--- src/rtl/core/dftk_pkg.sv ---
`timescale 1ns / 1ps
`default_nettype none
package dftk_pkg;

  localparam int LINE_BITS_DEF   = 16;
  localparam int QUEUE_DEPTH_DEF = 4;
  localparam int OUT_LINE_W      = 16;

  localparam logic [7:0] CH_NUL    = 8'h00;
  localparam logic [7:0] CH_LF     = 8'h0A;
  localparam logic [7:0] CH_SLASH  = 8'h2F;
  localparam logic [7:0] CH_BSLASH = 8'h5C;
  localparam logic [7:0] CH_USCORE = 8'h5F;
  localparam logic [7:0] CH_SQUOTE = 8'h27;
  localparam logic [7:0] CH_DQUOTE = 8'h22;
  localparam logic [7:0] CH_MINUS  = 8'h2D;

  typedef enum logic [2:0] {
    CLS_END    = 3'd0,
    CLS_PUNCT  = 3'd1,
    CLS_INT    = 3'd2,
    CLS_IDENT  = 3'd3,
    CLS_BOOL   = 3'd4,
    CLS_STRING = 3'd5,
    CLS_ERROR  = 3'd6
  } cls_t;

  typedef enum logic [5:0] {
    ST_IDLE    = 6'b000001,
    ST_SLASH   = 6'b000010,
    ST_COMMENT = 6'b000100,
    ST_INT     = 6'b001000,
    ST_IDENT   = 6'b010000,
    ST_STRING  = 6'b100000
  } mode_t;

  typedef struct packed {
    logic       ev;
    cls_t       cls;
    logic [7:0] img;
  } rec_t;

  typedef struct packed {
    logic                  two;
    rec_t                  r0;
    rec_t                  r1;
    logic [OUT_LINE_W-1:0] line;
  } entry_t;

  typedef struct packed {
    logic full;
    logic empty;
  } q_stat_t;

  typedef struct packed {
    logic [2:0] pos;
    logic       t_alive;
    logic       f_alive;
  } match_t;

  function automatic logic is_space(input logic [7:0] c);
    return (c == 8'd32) || (c >= 8'd9 && c <= 8'd13);
  endfunction

  function automatic logic is_punct(input logic [7:0] c);
    return (c >= 8'd33 && c <= 8'd47) || (c >= 8'd58 && c <= 8'd64) ||
           (c >= 8'd91 && c <= 8'd96) || (c >= 8'd123 && c <= 8'd126);
  endfunction

  function automatic logic is_word(input logic [7:0] c);
    return (c != CH_NUL) && !is_space(c) && !is_punct(c);
  endfunction

  function automatic logic [7:0] true_ch(input logic [2:0] p);
    logic [7:0] r;
    case (p)
      3'd0:    r = "t";
      3'd1:    r = "r";
      3'd2:    r = "u";
      3'd3:    r = "e";
      default: r = 8'h00;
    endcase
    return r;
  endfunction

  function automatic logic [7:0] false_ch(input logic [2:0] p);
    logic [7:0] r;
    case (p)
      3'd0:    r = "f";
      3'd1:    r = "a";
      3'd2:    r = "l";
      3'd3:    r = "s";
      3'd4:    r = "e";
      default: r = 8'h00;
    endcase
    return r;
  endfunction

  function automatic match_t word_match(input match_t m, input logic [7:0] c);
    match_t     r;
    logic [7:0] lc;
    lc = (c >= "A" && c <= "Z") ? c + 8'd32 : c;
    r.t_alive = m.t_alive && (m.pos < 3'd4) && (lc == true_ch(m.pos));
    r.f_alive = m.f_alive && (m.pos < 3'd5) && (lc == false_ch(m.pos));
    r.pos     = (m.pos < 3'd7) ? m.pos + 3'd1 : m.pos;
    return r;
  endfunction

endpackage
`default_nettype wire

--- src/rtl/core/dftk_front.sv ---
`timescale 1ns / 1ps
`default_nettype none
module dftk_front import dftk_pkg::*; #(
  parameter int LINE_BITS = LINE_BITS_DEF
) (
  input  wire logic       clk,
  input  wire logic       rst_n,
  input  wire logic       in_tvalid,
  output logic            in_tready,
  input  wire logic [7:0] in_tdata,   // [7:0] data_byte
  input  wire q_stat_t    q_stat,
  output logic            push,
  output entry_t          push_entry
);

  mode_t                mode_r, mode_nxt;
  logic                 quote_r, quote_nxt;
  logic                 esc_r, esc_nxt;
  match_t               match_r, match_nxt;
  logic [LINE_BITS-1:0] line_r, line_nxt, line_inc, line_emit;
  logic [LINE_BITS+OUT_LINE_W-1:0] line_ext;

  logic       acc, cnt, do_start, p_emit;
  rec_t       p_rec;
  logic       s_emit, s_cnt;
  rec_t       s_rec;
  mode_t      s_mode;
  logic [7:0] c, q;
  match_t     m_cur, m_init, m_zero;

  assign c         = in_tdata;
  assign in_tready = !q_stat.full;
  assign acc       = in_tvalid && in_tready;
  assign q         = quote_r ? CH_DQUOTE : CH_SQUOTE;
  assign line_inc  = (line_r == {LINE_BITS{1'b1}}) ? line_r : line_r + 1'b1;

  assign m_zero = '{pos: 3'd0, t_alive: 1'b1, f_alive: 1'b1};
  assign m_cur  = word_match(match_r, c);
  assign m_init = word_match(m_zero, c);

  // classify a byte met between tokens
  always_comb begin
    s_emit = 1'b0;
    s_cnt  = 1'b0;
    s_mode = ST_IDLE;
    s_rec  = '{ev: 1'b1, cls: CLS_ERROR, img: c};
    if (is_space(c)) begin
      s_cnt = (c == CH_LF);
    end else if (c == CH_NUL) begin
      s_emit = 1'b1;
      s_rec  = '{ev: 1'b1, cls: CLS_END, img: 8'd0};
    end else if (c == CH_SLASH) begin
      s_mode = ST_SLASH;
    end else if (c == "=" || c == "(" || c == ")" || c == "{" || c == "}" ||
                 c == ";" || c == "," || c == "+") begin
      s_emit = 1'b1;
      s_rec  = '{ev: 1'b1, cls: CLS_PUNCT, img: c};
    end else if (c == CH_MINUS || (c >= "0" && c <= "9")) begin
      s_mode = ST_INT;
      s_emit = 1'b1;
      s_rec  = '{ev: 1'b0, cls: CLS_INT, img: c};
    end else if ((c >= "A" && c <= "Z") || (c >= "a" && c <= "z") || c == CH_USCORE) begin
      s_mode = ST_IDENT;
      s_emit = 1'b1;
      s_rec  = '{ev: 1'b0, cls: CLS_IDENT, img: c};
    end else if (c == CH_SQUOTE || c == CH_DQUOTE) begin
      s_mode = ST_STRING;
    end else begin
      s_emit = 1'b1;
    end
  end

  always_comb begin
    mode_nxt  = mode_r;
    quote_nxt = quote_r;
    esc_nxt   = esc_r;
    match_nxt = match_r;
    cnt       = 1'b0;
    do_start  = 1'b0;
    p_emit    = 1'b0;
    p_rec     = '{ev: 1'b1, cls: CLS_END, img: 8'd0};
    case (mode_r)
      ST_IDLE: begin
        do_start = 1'b1;
      end
      ST_SLASH: begin
        if (c == CH_SLASH) begin
          mode_nxt = ST_COMMENT;
        end else begin
          p_emit   = 1'b1;
          p_rec    = '{ev: 1'b1, cls: CLS_PUNCT, img: CH_SLASH};
          do_start = 1'b1;
        end
      end
      ST_COMMENT: begin
        if (c == CH_LF) begin
          cnt      = 1'b1;
          mode_nxt = ST_IDLE;
        end else if (c == CH_NUL) begin
          do_start = 1'b1;
        end
      end
      ST_INT: begin
        if (is_word(c)) begin
          p_emit = 1'b1;
          p_rec  = '{ev: 1'b0, cls: CLS_INT, img: c};
        end else begin
          p_emit   = 1'b1;
          p_rec    = '{ev: 1'b1, cls: CLS_INT, img: 8'd0};
          do_start = 1'b1;
        end
      end
      ST_IDENT: begin
        p_emit = 1'b1;
        if (is_word(c) || c == CH_USCORE) begin
          match_nxt = m_cur;
          p_rec     = '{ev: 1'b0, cls: CLS_IDENT, img: c};
        end else begin
          p_rec = '{ev: 1'b1, cls: CLS_IDENT, img: 8'd0};
          if ((match_r.t_alive && match_r.pos == 3'd4) ||
              (match_r.f_alive && match_r.pos == 3'd5)) begin
            p_rec.cls = CLS_BOOL;
          end
          do_start = 1'b1;
        end
      end
      ST_STRING: begin
        if (c == CH_NUL) begin
          esc_nxt  = 1'b0;
          p_emit   = 1'b1;
          p_rec    = '{ev: 1'b1, cls: CLS_ERROR, img: q};
          do_start = 1'b1;
        end else if (esc_r) begin
          esc_nxt = 1'b0;
          cnt     = (c == CH_LF);
          p_emit  = (c != CH_BSLASH);
          p_rec   = '{ev: 1'b0, cls: CLS_STRING, img: c};
        end else if (c == CH_BSLASH) begin
          esc_nxt = 1'b1;
        end else if (c == q) begin
          p_emit   = 1'b1;
          p_rec    = '{ev: 1'b1, cls: CLS_STRING, img: 8'd0};
          mode_nxt = ST_IDLE;
        end else begin
          cnt    = (c == CH_LF);
          p_emit = 1'b1;
          p_rec  = '{ev: 1'b0, cls: CLS_STRING, img: c};
        end
      end
      default: begin
        mode_nxt = ST_IDLE;
      end
    endcase
    if (do_start) begin
      mode_nxt = s_mode;
      cnt      = cnt | s_cnt;
      if (s_mode == ST_IDENT) begin
        match_nxt = m_init;
      end
      if (s_mode == ST_STRING) begin
        quote_nxt = (c == CH_DQUOTE);
        esc_nxt   = 1'b0;
      end
    end
    line_nxt = cnt ? line_inc : line_r;
  end

  // only a string byte counts its newline before emitting
  assign line_emit = (mode_r == ST_STRING && c == CH_LF) ? line_inc : line_r;
  assign line_ext  = {{OUT_LINE_W{1'b0}}, line_emit};

  always_comb begin
    push_entry.two  = p_emit && do_start && s_emit;
    push_entry.r0   = p_emit ? p_rec : s_rec;
    push_entry.r1   = s_rec;
    push_entry.line = line_ext[OUT_LINE_W-1:0];
    push            = acc && (p_emit || (do_start && s_emit));
  end

  always_ff @(posedge clk) begin
    if (!rst_n) begin
      mode_r  <= ST_IDLE;
      quote_r <= 1'b0;
      esc_r   <= 1'b0;
      match_r <= '{pos: 3'd0, t_alive: 1'b1, f_alive: 1'b1};
      line_r  <= {{(LINE_BITS-1){1'b0}}, 1'b1};
    end else if (acc) begin
      mode_r  <= mode_nxt;
      quote_r <= quote_nxt;
      esc_r   <= esc_nxt;
      match_r <= match_nxt;
      line_r  <= line_nxt;
    end
  end

endmodule
`default_nettype wire

--- src/rtl/core/dftk_queue.sv ---
`timescale 1ns / 1ps
`default_nettype none
module dftk_queue import dftk_pkg::*; #(
  parameter int DEPTH = QUEUE_DEPTH_DEF
) (
  input  wire logic   clk,
  input  wire logic   rst_n,
  input  wire logic   push,
  input  wire entry_t push_entry,
  input  wire logic   pop,
  output entry_t      head,
  output q_stat_t     q_stat
);

  localparam int PW = (DEPTH > 1) ? $clog2(DEPTH) : 1;
  localparam int CW = $clog2(DEPTH + 1);

  entry_t        mem_r [DEPTH];
  logic [PW-1:0] wr_r, wr_nxt, rd_r, rd_nxt;
  logic [CW-1:0] cnt_r, cnt_nxt;
  logic          do_push, do_pop;

  assign q_stat.full  = (cnt_r == CW'(DEPTH));
  assign q_stat.empty = (cnt_r == '0);
  assign do_push      = push && !q_stat.full;
  assign do_pop       = pop && !q_stat.empty;
  assign head         = mem_r[rd_r];

  always_comb begin
    wr_nxt  = wr_r;
    rd_nxt  = rd_r;
    cnt_nxt = cnt_r;
    if (do_push) begin
      wr_nxt = (wr_r == PW'(DEPTH - 1)) ? '0 : wr_r + 1'b1;
    end
    if (do_pop) begin
      rd_nxt = (rd_r == PW'(DEPTH - 1)) ? '0 : rd_r + 1'b1;
    end
    if (do_push && !do_pop) begin
      cnt_nxt = cnt_r + 1'b1;
    end else if (do_pop && !do_push) begin
      cnt_nxt = cnt_r - 1'b1;
    end
  end

  always_ff @(posedge clk) begin
    if (!rst_n) begin
      wr_r  <= '0;
      rd_r  <= '0;
      cnt_r <= '0;
    end else begin
      wr_r  <= wr_nxt;
      rd_r  <= rd_nxt;
      cnt_r <= cnt_nxt;
    end
  end

  always_ff @(posedge clk) begin
    if (do_push) begin
      mem_r[wr_r] <= push_entry;
    end
  end

endmodule
`default_nettype wire

--- src/rtl/core/dftk_back.sv ---
`timescale 1ns / 1ps
`default_nettype none
module dftk_back import dftk_pkg::*; (
  input  wire logic    clk,
  input  wire logic    rst_n,
  input  wire entry_t  head,
  input  wire q_stat_t q_stat,
  output logic         pop,
  output logic         out_tvalid,
  input  wire logic    out_tready,
  output logic [23:0]  out_tdata,   // [7:0] image_byte, [23:8] line_number
  output logic [3:0]   out_tuser,   // [0] event_res, [3:1] token_class
  output logic         out_tlast
);

  logic phase_r, phase_nxt;
  logic xfer;
  rec_t rec;

  assign out_tvalid = !q_stat.empty;
  assign xfer       = out_tvalid && out_tready;
  // second record of a pair goes out on the next transaction
  assign rec        = (head.two && !phase_r) ? head.r0 : (head.two ? head.r1 : head.r0);
  assign out_tlast  = !head.two || phase_r;
  assign out_tdata  = {head.line, rec.img};
  assign out_tuser  = {rec.cls, rec.ev};
  assign pop        = xfer && out_tlast;
  assign phase_nxt  = xfer ? (head.two && !phase_r) : phase_r;

  always_ff @(posedge clk) begin
    if (!rst_n) begin
      phase_r <= 1'b0;
    end else begin
      phase_r <= phase_nxt;
    end
  end

endmodule
`default_nettype wire

--- src/rtl/core/data_file_tokenizer_unit.sv ---
`timescale 1ns / 1ps
`default_nettype none
// Channel  Dir  Ports                  Payload
// in_      in   tvalid/tready/tdata    data_byte
// out_     out  tvalid/tready/tdata/   image_byte, line_number; tuser event_res,
//               tuser/tlast            token_class; tlast = last
//
// The scanner takes one byte per cycle while in_tready is high.
// A byte yields zero, one or two records; the output side sends one record per
// cycle while out_tready is high, so bytes that yield two records take two transfers.
// A queue of QUEUE_DEPTH entries sits between scanner and output; in_tready
// drops only while it is full. Synchronous active-low reset, no clearing pass.
module data_file_tokenizer_unit import dftk_pkg::*; #(
  parameter int LINE_BITS   = LINE_BITS_DEF,
  parameter int QUEUE_DEPTH = QUEUE_DEPTH_DEF
) (
  input  wire logic        clk,
  input  wire logic        rst_n,
  input  wire logic        in_tvalid,
  output logic             in_tready,
  input  wire logic [7:0]  in_tdata,    // [7:0] data_byte
  output logic             out_tvalid,
  input  wire logic        out_tready,
  output logic [23:0]      out_tdata,   // [7:0] image_byte, [23:8] line_number
  output logic [3:0]       out_tuser,   // [0] event_res, [3:1] token_class
  output logic             out_tlast
);

  q_stat_t q_stat;
  logic    push, pop;
  entry_t  push_entry, head;

  dftk_front #(.LINE_BITS(LINE_BITS)) u_front (
    .clk        (clk),
    .rst_n      (rst_n),
    .in_tvalid  (in_tvalid),
    .in_tready  (in_tready),
    .in_tdata   (in_tdata),
    .q_stat     (q_stat),
    .push       (push),
    .push_entry (push_entry)
  );

  dftk_queue #(.DEPTH(QUEUE_DEPTH)) u_queue (
    .clk        (clk),
    .rst_n      (rst_n),
    .push       (push),
    .push_entry (push_entry),
    .pop        (pop),
    .head       (head),
    .q_stat     (q_stat)
  );

  dftk_back u_back (
    .clk        (clk),
    .rst_n      (rst_n),
    .head       (head),
    .q_stat     (q_stat),
    .pop        (pop),
    .out_tvalid (out_tvalid),
    .out_tready (out_tready),
    .out_tdata  (out_tdata),
    .out_tuser  (out_tuser),
    .out_tlast  (out_tlast)
  );

  // the first of two records from one byte always closes a token
  a_pair_head_is_end: assert property (@(posedge clk) disable iff (!rst_n)
    out_tvalid && !out_tlast |-> out_tuser[0])
    else $error("leading record of a pair is not an end record");

  a_end_is_last: assert property (@(posedge clk) disable iff (!rst_n)
    out_tvalid && out_tuser[0] && out_tuser[3:1] == CLS_END |-> out_tlast)
    else $error("end-of-text record not last");

  a_stall_has_data: assert property (@(posedge clk) disable iff (!rst_n)
    !in_tready |-> out_tvalid)
    else $error("input stalled with empty queue");

  a_no_overflow: assert property (@(posedge clk) disable iff (!rst_n)
    push && q_stat.full |-> pop)
    else $error("push into full queue");

endmodule
`default_nettype wire
--- config.mk ---
export PLATFORM = sky130hd
export DESIGN_NAME = data_file_tokenizer_unit
export DESIGN_NICKNAME = d
export VERILOG_FILES = /design/src/rtl/core/dftk_pkg.sv /design/src/rtl/core/dftk_front.sv /design/src/rtl/core/dftk_queue.sv /design/src/rtl/core/dftk_back.sv /design/src/rtl/core/data_file_tokenizer_unit.sv
export SDC_FILE = /design/constraint.sdc
export NUM_CORES = 1
export LEC_CHECK = 0
export BUFFER_PORTS_ARGS = -buffer_cell sky130_fd_sc_hd__buf_2
export CAP_MARGIN = 20
export CORE_ASPECT_RATIO = 0.6
export CORE_UTILIZATION = 55
export CTS_CLUSTER_DIAMETER = 50
export DETAILED_ROUTE_END_ITERATION = 16
export PLACE_DENSITY = 0.8
export SYNTH_ARGS = -nofsm -noshare
export SYNTH_HDL_FRONTEND = slang
export SYNTH_HIERARCHICAL = 1
export SYNTH_SLANG_ARGS = --single-unit
--- constraint.sdc ---
create_clock -name clk -period 5.81 [get_ports clk]
set_input_delay 0.8715 -clock clk [delete_from_list [all_inputs] [get_ports clk]]
set_output_delay 0.8715 -clock clk [all_outputs]
set_load 0.005 [all_outputs]
* After elaboration in Yosys (flattened, before gate mapping) *
Memory sizes are Yosys's and may differ from the RTL's. A register that Yosys moved wholly into a read port is not among the register bits.
Index checks and enable logic that the tools add are counted.

word-level totals
  word-level logic and storage cells = 234
  input port bits = 12
  output and inout bits = 31
  memories = 1
  memory bits (writable) = 164
  flip-flop bits (word level) = 37

memories
  memory         depth  width  rd ports  clocked after Yosys merged registers in  wr ports  line              RTL
  u_queue.mem_r  4      41     1         1                                        1         dftk_queue.sv:18  entry_t mem_r [DEPTH];

operators by class
  equal/unequal tests = 46
  add/sub/neg operators = 7
  order comparisons = 19
  muxes and demuxes = 83
  bitwise gates (word level) = 1
  reduce and logical (&&, ||, !) cells = 66

operator list
  operator                                              count
  2-to-1 mux 12 bit                                     15
  == test 8 x 6 -> 1 bit (second input constant)        11
  2-to-1 mux 6 bit                                      14
  == test 8 x 7 -> 1 bit (second input constant)        6
  one-hot mux 12 bit (4 select lines)                   1
  <= comparator 8 x 7 -> 1 bit (second input constant)  5
  one-hot mux 7 bit (5 select lines)                    1
  >= comparator 8 x 7 -> 1 bit (second input constant)  4
  2-to-1 mux 16 bit                                     2
  2-to-1 mux 1 bit                                      30
  logical AND 1 bit                                     29
  one-hot mux 7 bit (4 select lines)                    1
  >= comparator 8 x 6 -> 1 bit (second input constant)  3
  one-hot mux 6 bit (4 select lines)                    1
  2-to-1 mux 5 bit                                      4
  logical OR 1 bit                                      19
  adder 16 x 1 -> 16 bit (second input constant)        1
  == test 16 bit (second input constant)                1
  == test 8 x 7 -> 1 bit                                2
  <= comparator 8 x 6 -> 1 bit (second input constant)  2
  2-to-1 mux 3 bit                                      5
  == test 6 x 5 -> 1 bit (second input constant)        2
  == test 6 bit (second input constant)                 2
  == test 3 bit (second input constant)                 3
  38 further kinds                                      58

* Depth between registers and ports, before layout *
  word-level depth = 20
  gate-level depth with buffers = 19
  gate-level depth less buffers = 16

* Hierarchy *
Netlist, hierarchy kept.

by module, submodules not included
  module      sequential area each (sq um)  area each (sq um)  cells an instance  instances
  dftk_queue  5104.9                        6447.4             266                1
  dftk_front  580.6                         3091.7             445                1
  dftk_back   20.0                          377.9              38                 1

* Worst setup path before layout *
No wires, ideal clock.

  path kind = input -> register
  from = in in_tdata[0]
  to = mem u_queue/mem_r[0][0] (netlist bit) (enable)
  library setup time = 0.402 ns
  required time = 5.408 ns
  arrival = 3.922 ns
  path buffers = 4
  stages on the path = 14
  slack = 1.486 ns
  path through = buf_2 -> or4_4 -> buf_6 -> nor4_1 -> nand2_1 -> nand3_1 -> or3_1 -> buf_4 -> a211o_1 -> o21ai_0 -> a21oi_1 -> nor2b_1 -> buf_2 -> and2_1

on the way
  cells in the longest elaborated chain, start to end = 18
  elaborated cells between the ends (all ways) = 86
  classes of those cells = order compare (16); eq/ne (17); mux (19); reduce/logical (34)

ends and longest elaborated chain
  element                                                                line                            RTL
  start: declaration                                                     data_file_tokenizer_unit.sv:21  input wire logic [7:0] in_tdata,
  branches (longest 13 deep; another with >= comparator 8 x 7 -> 1 bit)  --
  logical OR 1 bit (*)                                                   dftk_front.sv:177               push = acc && (p_emit || (do_start && s_emit));
  logical AND 1 bit (*)                                                  dftk_front.sv:177
  net push                                                               data_file_tokenizer_unit.sv:30  logic push, pop;
  logical AND 1 bit (*)                                                  dftk_queue.sv:25                assign do_push = push && !q_stat.full;
  net u_queue.do_push                                                    dftk_queue.sv:21                logic do_push, do_pop;
  2-to-1 mux 1 bit (*)                                                   dftk_queue.sv:59                if (do_push) begin
  2-to-1 mux 1 bit (implied by the code) (*)                             dftk_queue.sv:60                mem_r[wr_r] <= push_entry;
  end: declaration                                                       dftk_queue.sv:18

Mark *: on every way through the listed nets, which the timed path passes.

* Worst setup path in the final report *
  from = in in_tdata[2]
  to = reg u_queue.cnt_r[2]

on the way
  cells in the longest elaborated chain, start to end = 19
  elaborated cells between the ends (all ways) = 89
  classes of those cells = order compare (16); eq/ne (17); mux (18); reduce/logical (38)

ends and longest elaborated chain
  element                                                                line                            RTL
  branches (longest 13 deep; another with >= comparator 8 x 7 -> 1 bit)  --
  logical OR 1 bit (*)                                                   dftk_front.sv:177
  logical AND 1 bit (*)                                                  dftk_front.sv:177
  net push                                                               data_file_tokenizer_unit.sv:30
  logical AND 1 bit (*)                                                  dftk_queue.sv:25
  logical NOT 1 bit                                                      dftk_queue.sv:41                end else if (do_pop && !do_push) begin
  logical AND 1 bit                                                      dftk_queue.sv:41
  nonzero test 2 bit (no line)                                           --
  end signal: assignment                                                 dftk_queue.sv:54                cnt_r <= cnt_nxt;
  end: declaration                                                       dftk_queue.sv:20                logic [CW-1:0] cnt_r, cnt_nxt;

Marks and branches as above.
A chain may end at the register's enable or synchronous reset.

==> results.md <==
- Final clock skew: 0.0102 ns
- Async S/R FF share, synth: 0%
- Number of enable flip-flop cells after synthesis: 164
- Share of power burned in the clock network: 33.2%
- Pin count of the biggest net entering global routing: 42
- Number of diodes added for antenna fixing: 0
- Share of the cycle needed by the critical path after routing: 76.2%
- Total Neg Setup Slack: 0 ns
- Startpoint of the worst hold path: u_front/match_r[0]$_SDFFE_PN1P_
- Global Route met1 Usage: 41.1%
- CTS Hold Buffers Added: 0
- Maximum Capacitance Violations: 0
- Leading register cell type out of synthesis: edfxtp_1
- Worst slack at placement: 0.916 ns
- Initial antenna violation count: 1
- Setup repair after global routing missed its margin: false
- Maximum root-to-sink buffer count: 3
- Combinational cell fraction of total power: 18.9%
- First-iteration detailed-routing DRC count: 833
- Total via count after detailed routing: 6431
- Number of resized instances in the post-cts repair step: 0
- Total power per unit cell area: 358 nW/um^2
- Top-Level Pins: 43
- Post-synth design cell area: 9920 sq um
- CTS tree: done
- Buffer cell driving the clock tree root: clkbuf_16
- Average wire per standard cell: 23.0 um
- Fmax achieved: 226 MHz
- Largest area contributor in the netlist: edfxtp_1
- Post-CTS setup buffer count: 0
- Gr ovfl total: 0
- Final nets: 778
- Fill cell instance count of the final layout: 1297
- Post-synth top area share: 49.7%
- Antenna Violating Nets Remaining: 0
- CTS H-Tree Depth: 1
- Number of remaining DRC errors: 0
- Number of iterations in the first detailed-routing pass: 6
- Type of element capturing the critical path: flip-flop
- Placed wire-length estimate: 15.4 mm
- Vias in the first global route: 6036
- Site row count: 37
- Largest fanout on the critical path: 29
- CTS buffer count: 20
- Gate count after technology mapping: 749
- Worst hold path type: reg -> reg
- GR Util All Layers: 25.4%
- Met2 Track Usage GR: 36.1%
- GRT Max-Usage Layer: met1
- Clock period minus worst slack: 4.43 ns
- Switching component of the power: 1010 uW
- Fraction of power spent switching nets: 26.4%
- Register bit count reported by yosys: 203
- Yosys warning count: 6
- Die Ht: 106 um
- Post-synthesis average cell area: 13.2 sq um
- Slew at the pin closest to its max-slew limit: 1.07 ns
- Count leader, synth: edfxtp_1
- Worst skew pair latency: 0.50 ns
- Launch instance of the worst register-to-register path: u_front/mode_r[3]$_SDFFE_PN0P_
- Initial core utilization: 57.0%
- Final Max Tran Viols: 0
- Crit start category: input pin
- Clk pin slew, worst setup/hold paths: 0.06 ns
- Biggest area contributors in the synthesized netlist: edfxtp_1 (50%), mux4_2 (9.1%), dfxtp_1 (7.9%)
- Peak ir drop on the vdd network: 0.190 mV
- Horiz. Die Dim: 175 um
- Proportion of synthesized chip area in sequential cells: 57.5%
- Routability congestion estimate from global placement: 0.891
- Placeable core area: 17400 sq um
- Leading post-synthesis cells by instance count: edfxtp_1 (164), nor2_1 (48), nand2_1 (44), mux4_2 (40), dfxtp_1 (39)
- Total Routed Length: 23.0 mm
- Met3 Usage GRT: 4.26%
- Leakage component of the power: 0.00362 uW
- Vias per cell: 6.45
- Total nets after synthesis: 777
- Number of input and output port buffers inserted: 42
- Worst setup margin: 1.38 ns
- Number of failing hold endpoints at the final stage: 0
- Classification of the worst setup path: in -> reg
- Run status: completed
- Worst-case headroom to the max-slew limit: 28.7%
- Pint: 2810 uW
- Launch point of the critical path: in_tdata[2]
- Clock sink total: 203
- Critical Path RT: 6.24 ns
- Sequential share of power: 47.9%
- Register-to-register setup slack: 1.73 ns
- Setup-violating endpoint count in the final report: 0
- First-pass GRT wire length: 35.6 mm
- Area of the die: 18600 sq um
- Count of distinct cell types in the synthesized netlist: 79
- Layout overhead on the synthesized area: 7.66%
- Layout cell share with drive strength beyond 1: 20.4%
- Worst Path Arrival: 4.85 ns
-- registers in the layout (all words and copies together) (netlist names), named ones only --
register	cells
u_queue/mem_r	164
u_front/match_r	5
u_front/esc_r	1
u_front/mode_r	6
u_front/line_r	16
u_queue/rd_r	2
u_back/phase_r	1
u_queue/wr_r	2
u_front/quote_r	1
u_queue/cnt_r	3
-- worst paths after layout --
path / end / cells after the start
worst max register to register: u_queue/cnt_r[2]$_SDFFE_PN0P_ / 14
worst min-delay path: u_front/match_r[0]$_SDFFE_PN1P_ / 2
worst min register to register: u_front/match_r[0]$_SDFFE_PN1P_ / 2
worst max-delay path: u_queue/cnt_r[2]$_SDFFE_PN0P_ / 16
-- power groups by stage --
stage | sequential, uW | clock, uW | combinational, uW
floorplan | 1820 | 0 | 591
detailed placement | 1860 | 0 | 725
finish | 1830 | 1270 | 723
CTS | 1830 | 1290 | 731
global route | 1850 | 1340 | 784
global placement | 1850 | 0 | 700
-- logic make-up after synthesis --
family,count (synthesis),share of synthesized area [%]
adder cells (fa/ha/maj),16,2.09
XOR/XNOR,22,1.94
AND/OR/NAND/NOR,235,12.5
buffers and inverters,90,5.16
flip-flops,203,57.5
AO/OA/AOI/OAI,117,8.37
multiplexers,66,12.5
-- layer usage --
metal  wire length [um]  share of wire, %
met1              10800                47
met2               9770                43
met3               2080               9.1
met4                321               1.4
met5                  0                 0
-- stage by stage --
stage	util [%]	hold WS [ns]	area [sq um]	power [uW]	std cells
after floorplan	-	0.438	9920	2410	749
after global placement	57.7	0.452	10000	2550	962
after detailed placement	57.7	0.452	10000	2590	962
after CTS	61.3	0.466	10700	3850	997
after global routing	61.3	0.483	10700	3970	997
final	61.3	0.468	10700	3820	997
-- placed cells by master (no fill, tap or decap), types with 6 or more instances in the layout --
master and n:
nor2_1 48, dfxtp_1 37, buf_4 6, mux2_2 6, edfxtp_1 164, and2_1 6, nor4_1 10, clkbuf_16 20
nand4_1 12, nand2b_1 7, buf_2 42, and3_1 8, nand2_1 44, ha_1 15, nor3_1 20, xor2_1 10
or3_1 10, mux4_2 40, nand3_1 29, xnor2_1 12, nor2b_1 12, o21ai_0 21, mux2_4 10, inv_1 21
mux2i_1 9, and2_2 6, a21oi_1 29
-- layout make-up --
| class | count | area, sq um | area share [%] |
|---|---|---|---|
| Clock buffer | 24 | 515 | 4.83 |
| Clock inverter | 11 | 121 | 1.14 |
| Inverter | 21 | 78.8 | 0.738 |
| Multi-Input combinational cell | 456 | 3700 | 34.7 |
| Sequential cell | 203 | 5710 | 53.5 |
| Tap cell | 234 | 293 | 2.74 |
| Timing Repair Buffer | 48 | 255 | 2.39 |
-- critical path: stages --
cell and delay (ns):
buf_2 0.26, or4_4 0.60, nor4_1 0.24, nand2_1 0.09
nand3_1 0.09, or3_1 0.26, a211o_1 0.30, o21ai_0 0.16
a21oi_1 0.17, nor2b_1 0.43, ha_1 0.27, inv_1 0.06
fa_1 0.37, xor2_1 0.19, or3_1 0.32, a21boi_0 0.16
Note: power is estimated with default switching activity, not from simulation.
